`config.mk`:
```
export PLATFORM = sky130hd
export DESIGN_NAME = four_voice_tone_noise_generator
export DESIGN_NICKNAME = d
export VERILOG_FILES = /design/src/rtl/core/fvtng_pkg.sv /design/src/rtl/core/fvtng_regs.sv /design/src/rtl/core/fvtng_gen.sv /design/src/rtl/core/four_voice_tone_noise_generator.sv
export SDC_FILE = /design/constraint.sdc
export NUM_CORES = 1
export LEC_CHECK = 0
export BUFFER_PORTS_ARGS = -buffer_cell sky130_fd_sc_hd__buf_2
export CORE_UTILIZATION = 45
export CTS_BUF_LIST = sky130_fd_sc_hd__clkbuf_4
export DETAILED_ROUTE_END_ITERATION = 8
export MAX_ROUTING_LAYER = met4
export PLACE_DENSITY = 0.61
export SYNTH_ARGS = -nofsm -noshare
export SYNTH_HDL_FRONTEND = slang
export SYNTH_SLANG_ARGS = --single-unit
```
`constraint.sdc`:
```
create_clock -name clock -period 19.2 [get_ports clock]
set_input_delay 2.88 -clock clock [delete_from_list [all_inputs] [get_ports clock]]
set_output_delay 2.88 -clock clock [all_outputs]
set_load 0.01 [all_outputs]
```
`src/rtl/core/fvtng_pkg.sv`:
```
// Shared types, constants and the level table of the four-voice tone and noise generator.
// No dependencies; every other file of the block imports this package.
package fvtng_pkg;

   // Fixed geometry
   localparam int VOICE_COUNT         = 4;
   localparam int TONE_COUNT          = 3;
   localparam int NOISE_VOICE         = 3;
   localparam int SHIFT_WIDTH_DEFAULT = 17;
   localparam int CFG_WIDTH           = 17;
   localparam int CNT_WIDTH           = 11;
   localparam int LEVEL_WIDTH         = 16;
   localparam int MIX_WIDTH           = 18;
   localparam int CSR_ADDR_WIDTH      = 4;
   localparam int CSR_DATA_WIDTH      = 32;

   // Register indexes (byte address 4*index)
   localparam logic [1:0] REG_WHITE_TAPS    = 2'd0;
   localparam logic [1:0] REG_PERIODIC_TAPS = 2'd1;
   localparam logic [1:0] REG_NOISE_SEED    = 2'd2;

   // Register reset values
   localparam logic [CFG_WIDTH-1:0] WHITE_TAPS_RESET    = 17'h12000;
   localparam logic [CFG_WIDTH-1:0] PERIODIC_TAPS_RESET = 17'h10000;
   localparam logic [CFG_WIDTH-1:0] NOISE_SEED_RESET    = 17'h10000;

   // Item operations
   localparam logic OP_WRITE = 1'b0;
   localparam logic OP_TICK  = 1'b1;

   // Noise rate codes (low two bits of the noise mode)
   localparam logic [1:0] NOISE_RATE_16    = 2'd0;
   localparam logic [1:0] NOISE_RATE_32    = 2'd1;
   localparam logic [1:0] NOISE_RATE_64    = 2'd2;
   localparam logic [1:0] NOISE_RATE_TONE2 = 2'd3;

   // Reload constants
   localparam logic [CNT_WIDTH-1:0] RELOAD_ZERO_PERIOD = 11'h400;
   localparam logic [CNT_WIDTH-1:0] RELOAD_RATE_16     = 11'h010;
   localparam logic [CNT_WIDTH-1:0] RELOAD_RATE_32     = 11'h020;
   localparam logic [CNT_WIDTH-1:0] RELOAD_RATE_64     = 11'h040;

   localparam logic [3:0] ATTEN_SILENT = 4'hF;

   typedef struct packed {
      logic       operation;
      logic [7:0] data_byte;
   } req_payload_type;

   typedef struct packed {
      logic [VOICE_COUNT-1:0] voice_high;
      logic [MIX_WIDTH-1:0]   mix_level;
   } rsp_payload_type;

   typedef struct packed {
      logic [CFG_WIDTH-1:0] white_taps;
      logic [CFG_WIDTH-1:0] periodic_taps;
      logic [CFG_WIDTH-1:0] noise_seed;
   } cfg_type;

   // 2 dB per step, Q1.15, step 15 is silence
   function automatic logic [LEVEL_WIDTH-1:0] level_q15(input logic [3:0] atten);
      logic [LEVEL_WIDTH-1:0] lvl;
      case (atten)
         4'd0:    lvl = 16'd32768;
         4'd1:    lvl = 16'd26029;
         4'd2:    lvl = 16'd20675;
         4'd3:    lvl = 16'd16423;
         4'd4:    lvl = 16'd13045;
         4'd5:    lvl = 16'd10362;
         4'd6:    lvl = 16'd8231;
         4'd7:    lvl = 16'd6538;
         4'd8:    lvl = 16'd5193;
         4'd9:    lvl = 16'd4125;
         4'd10:   lvl = 16'd3277;
         4'd11:   lvl = 16'd2603;
         4'd12:   lvl = 16'd2068;
         4'd13:   lvl = 16'd1642;
         4'd14:   lvl = 16'd1305;
         default: lvl = 16'd0;
      endcase
      return lvl;
   endfunction

endpackage

```
`src/rtl/core/fvtng_regs.sv`:
```
// Configuration registers of the tone and noise generator behind an APB-style port.
// Depends on fvtng_pkg for register indexes, widths and reset values.
module fvtng_regs
   import fvtng_pkg::*;
(
   input  logic                      clock,
   input  logic                      reset,
   input  logic                      csr_psel,
   input  logic                      csr_penable,
   input  logic                      csr_pwrite,
   input  logic [CSR_ADDR_WIDTH-1:0] csr_paddr,
   input  logic [CSR_DATA_WIDTH-1:0] csr_pwdata,
   output logic [CSR_DATA_WIDTH-1:0] csr_prdata,
   output logic                      csr_pready,
   output cfg_type                   cfg
);

   cfg_type    cfg_ff, cfg_in;
   logic       wr_en;
   logic [1:0] reg_index;

   assign csr_pready = 1'b1;
   assign wr_en      = csr_psel && csr_penable && csr_pwrite;
   assign reg_index  = csr_paddr[3:2];

   // Decode the write transfer
   always_comb begin
      cfg_in = cfg_ff;
      if (wr_en) begin
         unique case (reg_index)
            REG_WHITE_TAPS:    cfg_in.white_taps    = csr_pwdata[CFG_WIDTH-1:0];
            REG_PERIODIC_TAPS: cfg_in.periodic_taps = csr_pwdata[CFG_WIDTH-1:0];
            REG_NOISE_SEED:    cfg_in.noise_seed    = csr_pwdata[CFG_WIDTH-1:0];
            default:           cfg_in = cfg_ff;
         endcase
      end
   end

   always_ff @(posedge clock) begin
      if (reset) begin
         cfg_ff.white_taps    <= WHITE_TAPS_RESET;
         cfg_ff.periodic_taps <= PERIODIC_TAPS_RESET;
         cfg_ff.noise_seed    <= NOISE_SEED_RESET;
      end else begin
         cfg_ff <= cfg_in;
      end
   end

   // Read back
   always_comb begin
      unique case (reg_index)
         REG_WHITE_TAPS:    csr_prdata = CSR_DATA_WIDTH'(cfg_ff.white_taps);
         REG_PERIODIC_TAPS: csr_prdata = CSR_DATA_WIDTH'(cfg_ff.periodic_taps);
         REG_NOISE_SEED:    csr_prdata = CSR_DATA_WIDTH'(cfg_ff.noise_seed);
         default:           csr_prdata = '0;
      endcase
   end

   assign cfg = cfg_ff;

endmodule

```
`src/rtl/core/fvtng_gen.sv`:
```
// Voice state of the generator: register-write decode, counters, noise shift register, mix.
// Depends on fvtng_pkg; driven by the top level one item per fire cycle.
module fvtng_gen
   import fvtng_pkg::*;
#(
   parameter int SHIFT_WIDTH = SHIFT_WIDTH_DEFAULT
) (
   input  logic            clock,
   input  logic            reset,
   input  logic            fire,
   input  req_payload_type item,
   input  cfg_type         cfg,
   output rsp_payload_type result
);

   logic [2:0]             sel_ff, sel_in;
   logic [3:0]             atten_ff [VOICE_COUNT];
   logic [3:0]             atten_in [VOICE_COUNT];
   logic [9:0]             period_ff [TONE_COUNT];
   logic [9:0]             period_in [TONE_COUNT];
   logic [2:0]             mode_ff, mode_in;
   logic [CNT_WIDTH-1:0]   cnt_ff [VOICE_COUNT];
   logic [CNT_WIDTH-1:0]   cnt_in [VOICE_COUNT];
   logic [VOICE_COUNT-1:0] out_ff, out_in;
   logic [SHIFT_WIDTH-1:0] shift_ff, shift_in;
   logic                   half_ff, half_in;

   logic [CNT_WIDTH-1:0]   tone_reload [TONE_COUNT];
   logic [CNT_WIDTH-1:0]   noise_reload;
   logic [SHIFT_WIDTH-1:0] taps;
   logic [MIX_WIDTH-1:0]   mix;

   // Reload values: a zero period counts as 0x400
   always_comb begin
      for (int i = 0; i < TONE_COUNT; i++) begin
         tone_reload[i] = (period_ff[i] == 10'd0) ? RELOAD_ZERO_PERIOD
                                                  : CNT_WIDTH'(period_ff[i]);
      end
      case (mode_ff[1:0])
         NOISE_RATE_16: noise_reload = RELOAD_RATE_16;
         NOISE_RATE_32: noise_reload = RELOAD_RATE_32;
         NOISE_RATE_64: noise_reload = RELOAD_RATE_64;
         default:       noise_reload = tone_reload[TONE_COUNT-1];
      endcase
      taps = mode_ff[2] ? cfg.white_taps[SHIFT_WIDTH-1:0]
                        : cfg.periodic_taps[SHIFT_WIDTH-1:0];
   end

   // Next state for one item
   always_comb begin
      logic [SHIFT_WIDTH-1:0] s;
      logic [1:0]             v;
      sel_in   = sel_ff;
      atten_in = atten_ff;
      period_in = period_ff;
      mode_in  = mode_ff;
      cnt_in   = cnt_ff;
      out_in   = out_ff;
      shift_in = shift_ff;
      half_in  = half_ff;
      s = shift_ff;
      v = 2'd0;
      if (fire) begin
         if (item.operation == OP_TICK) begin
            // Tone voices: count down, reload and toggle
            for (int i = 0; i < TONE_COUNT; i++) begin
               if (cnt_ff[i] > CNT_WIDTH'(1)) begin
                  cnt_in[i] = cnt_ff[i] - CNT_WIDTH'(1);
               end else begin
                  cnt_in[i] = tone_reload[i];
                  out_in[i] = ~out_ff[i];
               end
            end
            // Noise voice: shift on every second reload
            if (cnt_ff[NOISE_VOICE] > CNT_WIDTH'(1)) begin
               cnt_in[NOISE_VOICE] = cnt_ff[NOISE_VOICE] - CNT_WIDTH'(1);
            end else begin
               cnt_in[NOISE_VOICE] = noise_reload;
               half_in = ~half_ff;
               if (!half_ff) begin
                  if (s[0]) begin
                     s = s ^ taps;
                  end
                  s = s >> 1;
                  shift_in = s;
                  out_in[NOISE_VOICE] = s[0];
               end
            end
         end else begin
            if (item.data_byte[7]) begin
               sel_in = item.data_byte[6:4];
            end
            v = sel_in[2:1];
            if (sel_in[0]) begin
               atten_in[v] = item.data_byte[3:0];
            end else if (v == 2'(NOISE_VOICE)) begin
               // Mode write restarts the shift register from the seed
               mode_in  = item.data_byte[2:0];
               shift_in = cfg.noise_seed[SHIFT_WIDTH-1:0];
               out_in[NOISE_VOICE] = cfg.noise_seed[0];
            end else begin
               for (int i = 0; i < TONE_COUNT; i++) begin
                  if (v == 2'(i)) begin
                     if (item.data_byte[7]) begin
                        period_in[i][3:0] = item.data_byte[3:0];
                     end else begin
                        period_in[i][9:4] = item.data_byte[5:0];
                     end
                  end
               end
            end
         end
      end
   end

   always_ff @(posedge clock) begin
      if (reset) begin
         sel_ff   <= '0;
         mode_ff  <= '0;
         out_ff   <= '0;
         half_ff  <= 1'b0;
         shift_ff <= NOISE_SEED_RESET[SHIFT_WIDTH-1:0];
         for (int i = 0; i < VOICE_COUNT; i++) begin
            atten_ff[i] <= ATTEN_SILENT;
            cnt_ff[i]   <= '0;
         end
         for (int i = 0; i < TONE_COUNT; i++) begin
            period_ff[i] <= '0;
         end
      end else begin
         sel_ff    <= sel_in;
         mode_ff   <= mode_in;
         out_ff    <= out_in;
         half_ff   <= half_in;
         shift_ff  <= shift_in;
         atten_ff  <= atten_in;
         cnt_ff    <= cnt_in;
         period_ff <= period_in;
      end
   end

   // Mix the levels of the voices that are high after this item
   always_comb begin
      mix = '0;
      for (int i = 0; i < VOICE_COUNT; i++) begin
         if (out_in[i]) begin
            mix = mix + MIX_WIDTH'(level_q15(atten_in[i]));
         end
      end
      result.voice_high = out_in;
      result.mix_level  = mix;
   end

endmodule

```
`src/rtl/core/four_voice_tone_noise_generator.sv`:
```
// Four-voice tone and noise generator: usage notes.
// Request channel (req_valid, req_stall, req_data): each transfer carries one item, either a
//   register write byte (operation 0) or one generator step tick (operation 1).
// Result channel (rsp_valid, rsp_stall, rsp_data): exactly one result per item, in order,
//   holding the four voice output bits and the Q3.15 mix of the voices that are high.
// Path: a request is captured in the input register and its result in the result register,
//   which drives rsp_valid. Throughput: one item per cycle while rsp_stall is low; the
//   whole voice update and mix sit between the input register and the result register.
// Stall: while rsp_stall holds a result, one more item is taken into the input register;
//   after that req_stall rises until the result is taken.
// Configuration: APB-style port, white taps at 0x0, periodic taps at 0x4, noise seed at
//   0x8; write only while the block is idle. The seed takes effect at the next noise mode
//   write; reset loads the reset seed instead.
// Reset (synchronous): both channels empty, all voices silent (attenuation 15), periods,
//   mode and counters zero, noise shift register loaded with the reset seed.
// Depends on fvtng_pkg, fvtng_regs and fvtng_gen.
module four_voice_tone_noise_generator
   import fvtng_pkg::*;
#(
   parameter int SHIFT_WIDTH = SHIFT_WIDTH_DEFAULT
) (
   input  logic                      clock,
   input  logic                      reset,
   input  logic                      req_valid,
   output logic                      req_stall,
   input  req_payload_type           req_data,
   output logic                      rsp_valid,
   input  logic                      rsp_stall,
   output rsp_payload_type           rsp_data,
   input  logic                      csr_psel,
   input  logic                      csr_penable,
   input  logic                      csr_pwrite,
   input  logic [CSR_ADDR_WIDTH-1:0] csr_paddr,
   input  logic [CSR_DATA_WIDTH-1:0] csr_pwdata,
   output logic [CSR_DATA_WIDTH-1:0] csr_prdata,
   output logic                      csr_pready
);

   logic            in_valid_ff, in_valid_in;
   req_payload_type in_data_ff;
   logic            rsp_valid_ff, rsp_valid_in;
   rsp_payload_type rsp_data_ff;
   logic            out_free, fire, req_accept;
   cfg_type         cfg;
   rsp_payload_type result;

   fvtng_regs u_regs (
      .clock       (clock),
      .reset       (reset),
      .csr_psel    (csr_psel),
      .csr_penable (csr_penable),
      .csr_pwrite  (csr_pwrite),
      .csr_paddr   (csr_paddr),
      .csr_pwdata  (csr_pwdata),
      .csr_prdata  (csr_prdata),
      .csr_pready  (csr_pready),
      .cfg         (cfg)
   );

   fvtng_gen #(
      .SHIFT_WIDTH (SHIFT_WIDTH)
   ) u_gen (
      .clock  (clock),
      .reset  (reset),
      .fire   (fire),
      .item   (in_data_ff),
      .cfg    (cfg),
      .result (result)
   );

   // Flow control: advance when the result register is empty or being taken
   assign out_free   = !rsp_valid_ff || !rsp_stall;
   assign fire       = in_valid_ff && out_free;
   assign req_stall  = in_valid_ff && !out_free;
   assign req_accept = req_valid && !req_stall;

   assign in_valid_in  = req_accept || (in_valid_ff && !fire);
   assign rsp_valid_in = fire || (rsp_valid_ff && rsp_stall);

   always_ff @(posedge clock) begin
      if (reset) begin
         in_valid_ff  <= 1'b0;
         rsp_valid_ff <= 1'b0;
      end else begin
         in_valid_ff  <= in_valid_in;
         rsp_valid_ff <= rsp_valid_in;
      end
   end

   // Hold payloads until the next transfer
   always_ff @(posedge clock) begin
      if (req_accept) begin
         in_data_ff <= req_data;
      end
      if (fire) begin
         rsp_data_ff <= result;
      end
   end

   assign rsp_valid = rsp_valid_ff;
   assign rsp_data  = rsp_data_ff;

`ifndef SYNTH
   a_fire_gives_result: assert property (@(posedge clock) disable iff (reset)
      fire |=> rsp_valid)
      else $error("item left the input register without a result");

   a_stall_only_when_full: assert property (@(posedge clock) disable iff (reset)
      req_stall |-> (in_valid_ff && rsp_valid && rsp_stall))
      else $error("request stalled while a stage was free");

   a_silent_mix: assert property (@(posedge clock) disable iff (reset)
      (rsp_valid && rsp_data.voice_high == '0) |-> (rsp_data.mix_level == '0))
      else $error("nonzero mix with all voices low");
`endif

endmodule
```
==> metrics.md <==
| Metric | Value |
|---|---|
| CP most frequent cell | `ha_1` |
| Max_cap viols | `0` |
| Area grow syn2layout | `9.800%` |
| Hold path startpoint | `u_regs.cfg[34]` |
| Max Clock Skew | `approximately 0.045 ns` |
| GRT Resource Usage Total | `about a quarter` |
| Site row count | `63` |
| Final wirelength | `roughly 36,000 um` |
| Final period util | `between 50 and 60%` |
| Worst Hold Class | `flop to flop` |
| PD cells | `68.33 mW/mm2` |
| Required time worst endpoint | `19.61 ns` |
| Initial DRC Count | `approximately 790` |
| Clk sinks | `202` |
| DR WL/cell | `16.06 um` |
| Worst-Margin Slew | `1.174 ns` |
| Die extent in y | `177.0 um` |
| Vias in the first global route | `about 12k` |
| Core Area | `between 0.02 and 0.03 mm2` |
| Slowest CP cell | `mux2i_1` |
| Port Buffers | `75` |
| Via density per instance | `5.577` |
| Worst Setup End Kind | `flop` |
| Gpl congestion | `0.8817` |
| Register area share after synthesis | `between 30% and 40%` |
| Fin crit period | `10.82 ns` |
| Syn Area/Cell | `7.857 um2` |
| Final Hold Fails | `0` |
| CTS Buf Count | `57` |
| Max transition margin | `between 10% and 20%` |
| TritonCTS clock tree | `done` |
| Worst-path clk slew | `0.06 ns` |
| Initial antenna violation count | `2` |
| Slew Viols, Final | `0` |
| Sw Pwr | `319.3 uW` |
| Slowest stage delay, CP | `roughly 0.65 ns` |
| Top-level I/O count | `about 110` |
| # nets final | `1,952` |
| Starting density of the core | `approximately 46%` |
| Synth Cell Area | `0.01379 mm2` |
| Synthesized instance count | `1,755` |
| Ys Warns | `0` |
| Largest net degree at the start of global routing | `102` |
| Htree depth | `2` |
| Distinct cell type count after synthesis | `82` |
| Clk pwr share | `37.3%` |
| Worst setup path startpoint | `rsp_stall` |
| Combinational power share | `between 15 and 20%` |
| Setup violators final | `0` |
| Multi-input gate area | `0.008807 mm2` |
| CP Launch Type | `primary input` |
| Async S/R FF share, synth | `0%` |
| Die area | `about 0.031 mm2` |
| Max frequency | `0.09243 GHz` |
| Share of cells above drive strength 1 | `about 14%` |
| Worst Path Arrival | `11.23 ns` |
| DP HPWL | `25,020 um` |
| Reg power frac | `roughly 45%` |
| Chip Width | `approximately 180 um` |
| RSZ-0062 raised after global routing | `false` |
| Maximum vdd drop | `about 0.032 mV` |
| Switch share | `30.86%` |
| TNS Setup | `0 ns` |
| Worst hold slack | `around 0.46 ns` |
| Fillers | `2,991` |
| Congestion Overflow GR | `0` |
| Ys flop type | `dfxtp_1` |
| Vias | `12.56k` |
| Post-cts sizing count | `0` |
| Reg area | `around 0.0044 mm2` |
| Status | `finished, final reports clean` |
| P_int | `715.2 uW` |
| Lkg Pwr | `roughly 0.006 uW` |
| Crit-path max FO | `7` |
| Clock Path Buffers | `3` |
| WP buf/inv | `2` |
| Top Family by Delay on Critical Path | `compound AO/OA/AOI/OAI gates` |
| CTS Hold Bufs | `0` |
| EDFF count, synth | `31` |
| Clock Tree Root | `clkbuf_4` |
| First-pass GRT wire length | `a little under 60,000 um` |
| DRT antenna net count | `0` |
| DRT Pass-1 Iters | `6` |
| WS Path Type | `primary input to flop` |
| Worst skew pair latency | `0.69 ns` |
| Setup bufs post-CTS | `0` |
| Synth Register Bits | `202` |
| Worst R2R Start | `in_data_ff[7]` |
| DRC Markers | `0` |
==> flip-flops by register name (all words and copies together) (netlist names), 3 cells and up <==
name             flops
rsp_data            22
u_regs.cfg          51
u_gen.shift_ff      17
u_gen.period_ff     30
u_gen.out_ff         4
u_gen.mode_ff        3
u_gen.cnt_ff        44
u_gen.sel_ff         3
in_data_ff           9
u_gen.atten_ff      16
==> per-layer routing <==
| layer | global-route usage [%] | vias to the layer above | routed length [um] |
|---|---|---|---|
| li1 | - | 6378 | - |
| met1 | 31.48 | 5842 | 17150 |
| met2 | 37.34 | 281 | 16520 |
| met3 | 3.565 | 58 | 1783 |
| met4 | 6.825 | 0 | 723 |
| met5 | - | - | 0 |
==> cells in the mapped netlist (5+ instances only) <==
cell	instances	area (um2)
nand2_1	263	987.2
a21oi_1	189	945.9
nor2_1	181	679.4
dfxtp_1	171	3423
o21ai_0	88	440.4
clkbuf_1	81	304.0
ha_1	81	1013
mux2i_1	72	720.7
inv_1	53	198.9
nor3_1	49	245.2
mux2_2	46	518.0
a211oi_1	40	300.3
nand3_1	39	195.2
edfxtp_1	31	930.9
xnor2_1	31	271.5
nand2b_1	29	181.4
xor2_1	27	236.5
a21o_1	21	157.7
buf_4	17	127.6
a31oi_1	16	100.1
and2_1	15	93.84
or3_1	14	87.58
o211ai_1	13	97.59
nand3b_1	11	82.58
nor4_1	10	62.56
and3_1	8	50.05
nor2b_1	8	50.05
nor3b_1	8	60.06
o21bai_1	8	60.06
o31ai_1	8	60.06
or4_1	8	60.06
buf_1	7	26.28
a22oi_1	6	45.04
nand4_1	6	37.54
o22ai_1	5	31.28
==> through the flow <==
stage               power, uW  area, um2  instances  setup WS, ns  utilization [%]
finish                   1035      15140       2252         8.381            50.68
global route             1098      15140       2252         7.821            50.68
CTS                      1050      15130       2250         8.365            50.66
detailed placement      656.1      14410       2147         7.626            48.25
global placement        654.5      14410       2147         7.736            48.25
floorplan               607.2      13840       1769         9.208                -
==> power by group through the flow <==
stage,Sequential [uW],Combinational (uW),Clock [uW]
2_1_floorplan,465,142,0
3_3_place_gp,469,185,0
3_5_place_dp,470,186,0
4_1_cts,461,187,402
5_1_grt,463,211,424
6_report,461,188,386
==> path summary, 6_finish.rpt <==
check                                 endpoint  slack (ns)  cells past startpoint
worst max register to register    rsp_data[17]       10.07                     27
worst min register to register  u_regs.cfg[34]        0.46                      2
worst max-delay path              rsp_data[17]        8.38                     29
worst min-delay path            u_regs.cfg[34]        0.46                      2
==> logic make-up (layout without fill, tap and decap cells) <==
group	after synthesis	after routing	synth area share, %
and+or+nand+nor	661	661	21.54
AOI/OAI and AO/OA	459	459	20.94
xor gates and xnor gates	59	59	3.802
muxes	120	120	9.174
buffers and inverters	168	259	5.118
DFF	202	202	31.58
other	2	18	0.05447
adders and majority gates	84	84	7.786
==> layout by cell type (no fill, tap or decap), types with 53 or more instances in the layout <==
master / synthesis / routed
dfxtp_1: 171 / 171
clkbuf_4: 0 / 85
nor2_1: 181 / 181
mux2i_1: 72 / 71
a21oi_1: 189 / 188
ha_1: 81 / 81
buf_2: 3 / 74
o21ai_0: 88 / 88
inv_1: 53 / 53
nand2_1: 263 / 263
==> worst reg2reg max path, cell delays in order (launching register included) <==
cell       delay, ns
edfxtp_1        0.57
or3_1           0.45
a2111oi_4       0.36
buf_4           0.28
mux2i_1         0.99
inv_2           0.33
a21o_1          0.28
a221oi_2        0.30
ha_1            0.35
and3_1          0.20
a2111oi_2       0.63
xnor2_1         0.11
mux2_2          0.32
ha_1            0.33
a211oi_1        0.32
o21ai_0         0.30
and2_1          0.24
o21ai_0         0.16
o311a_1         0.30
ha_1            0.23
nand2_1         0.12
o21ai_0         0.27
nor3_1          0.10
a211o_1         0.31
a41o_1          0.26
a211oi_1        0.38
mux2i_1         0.14
a22o_1          0.26
==> cell type report <==
type / count / share of cell area [%]
Antenna cell: 2 / 0.03306
Clock buffer: 85 / 4.215
Clock inverter: 18 / 0.5455
Inverter: 59 / 1.463
Multi-Input combinational cell: 1399 / 58.17
Sequential cell: 202 / 28.76
Tap cell: 390 / 3.223
Timing Repair Buffer: 97 / 3.587
(Power assumes the default switching activity.)
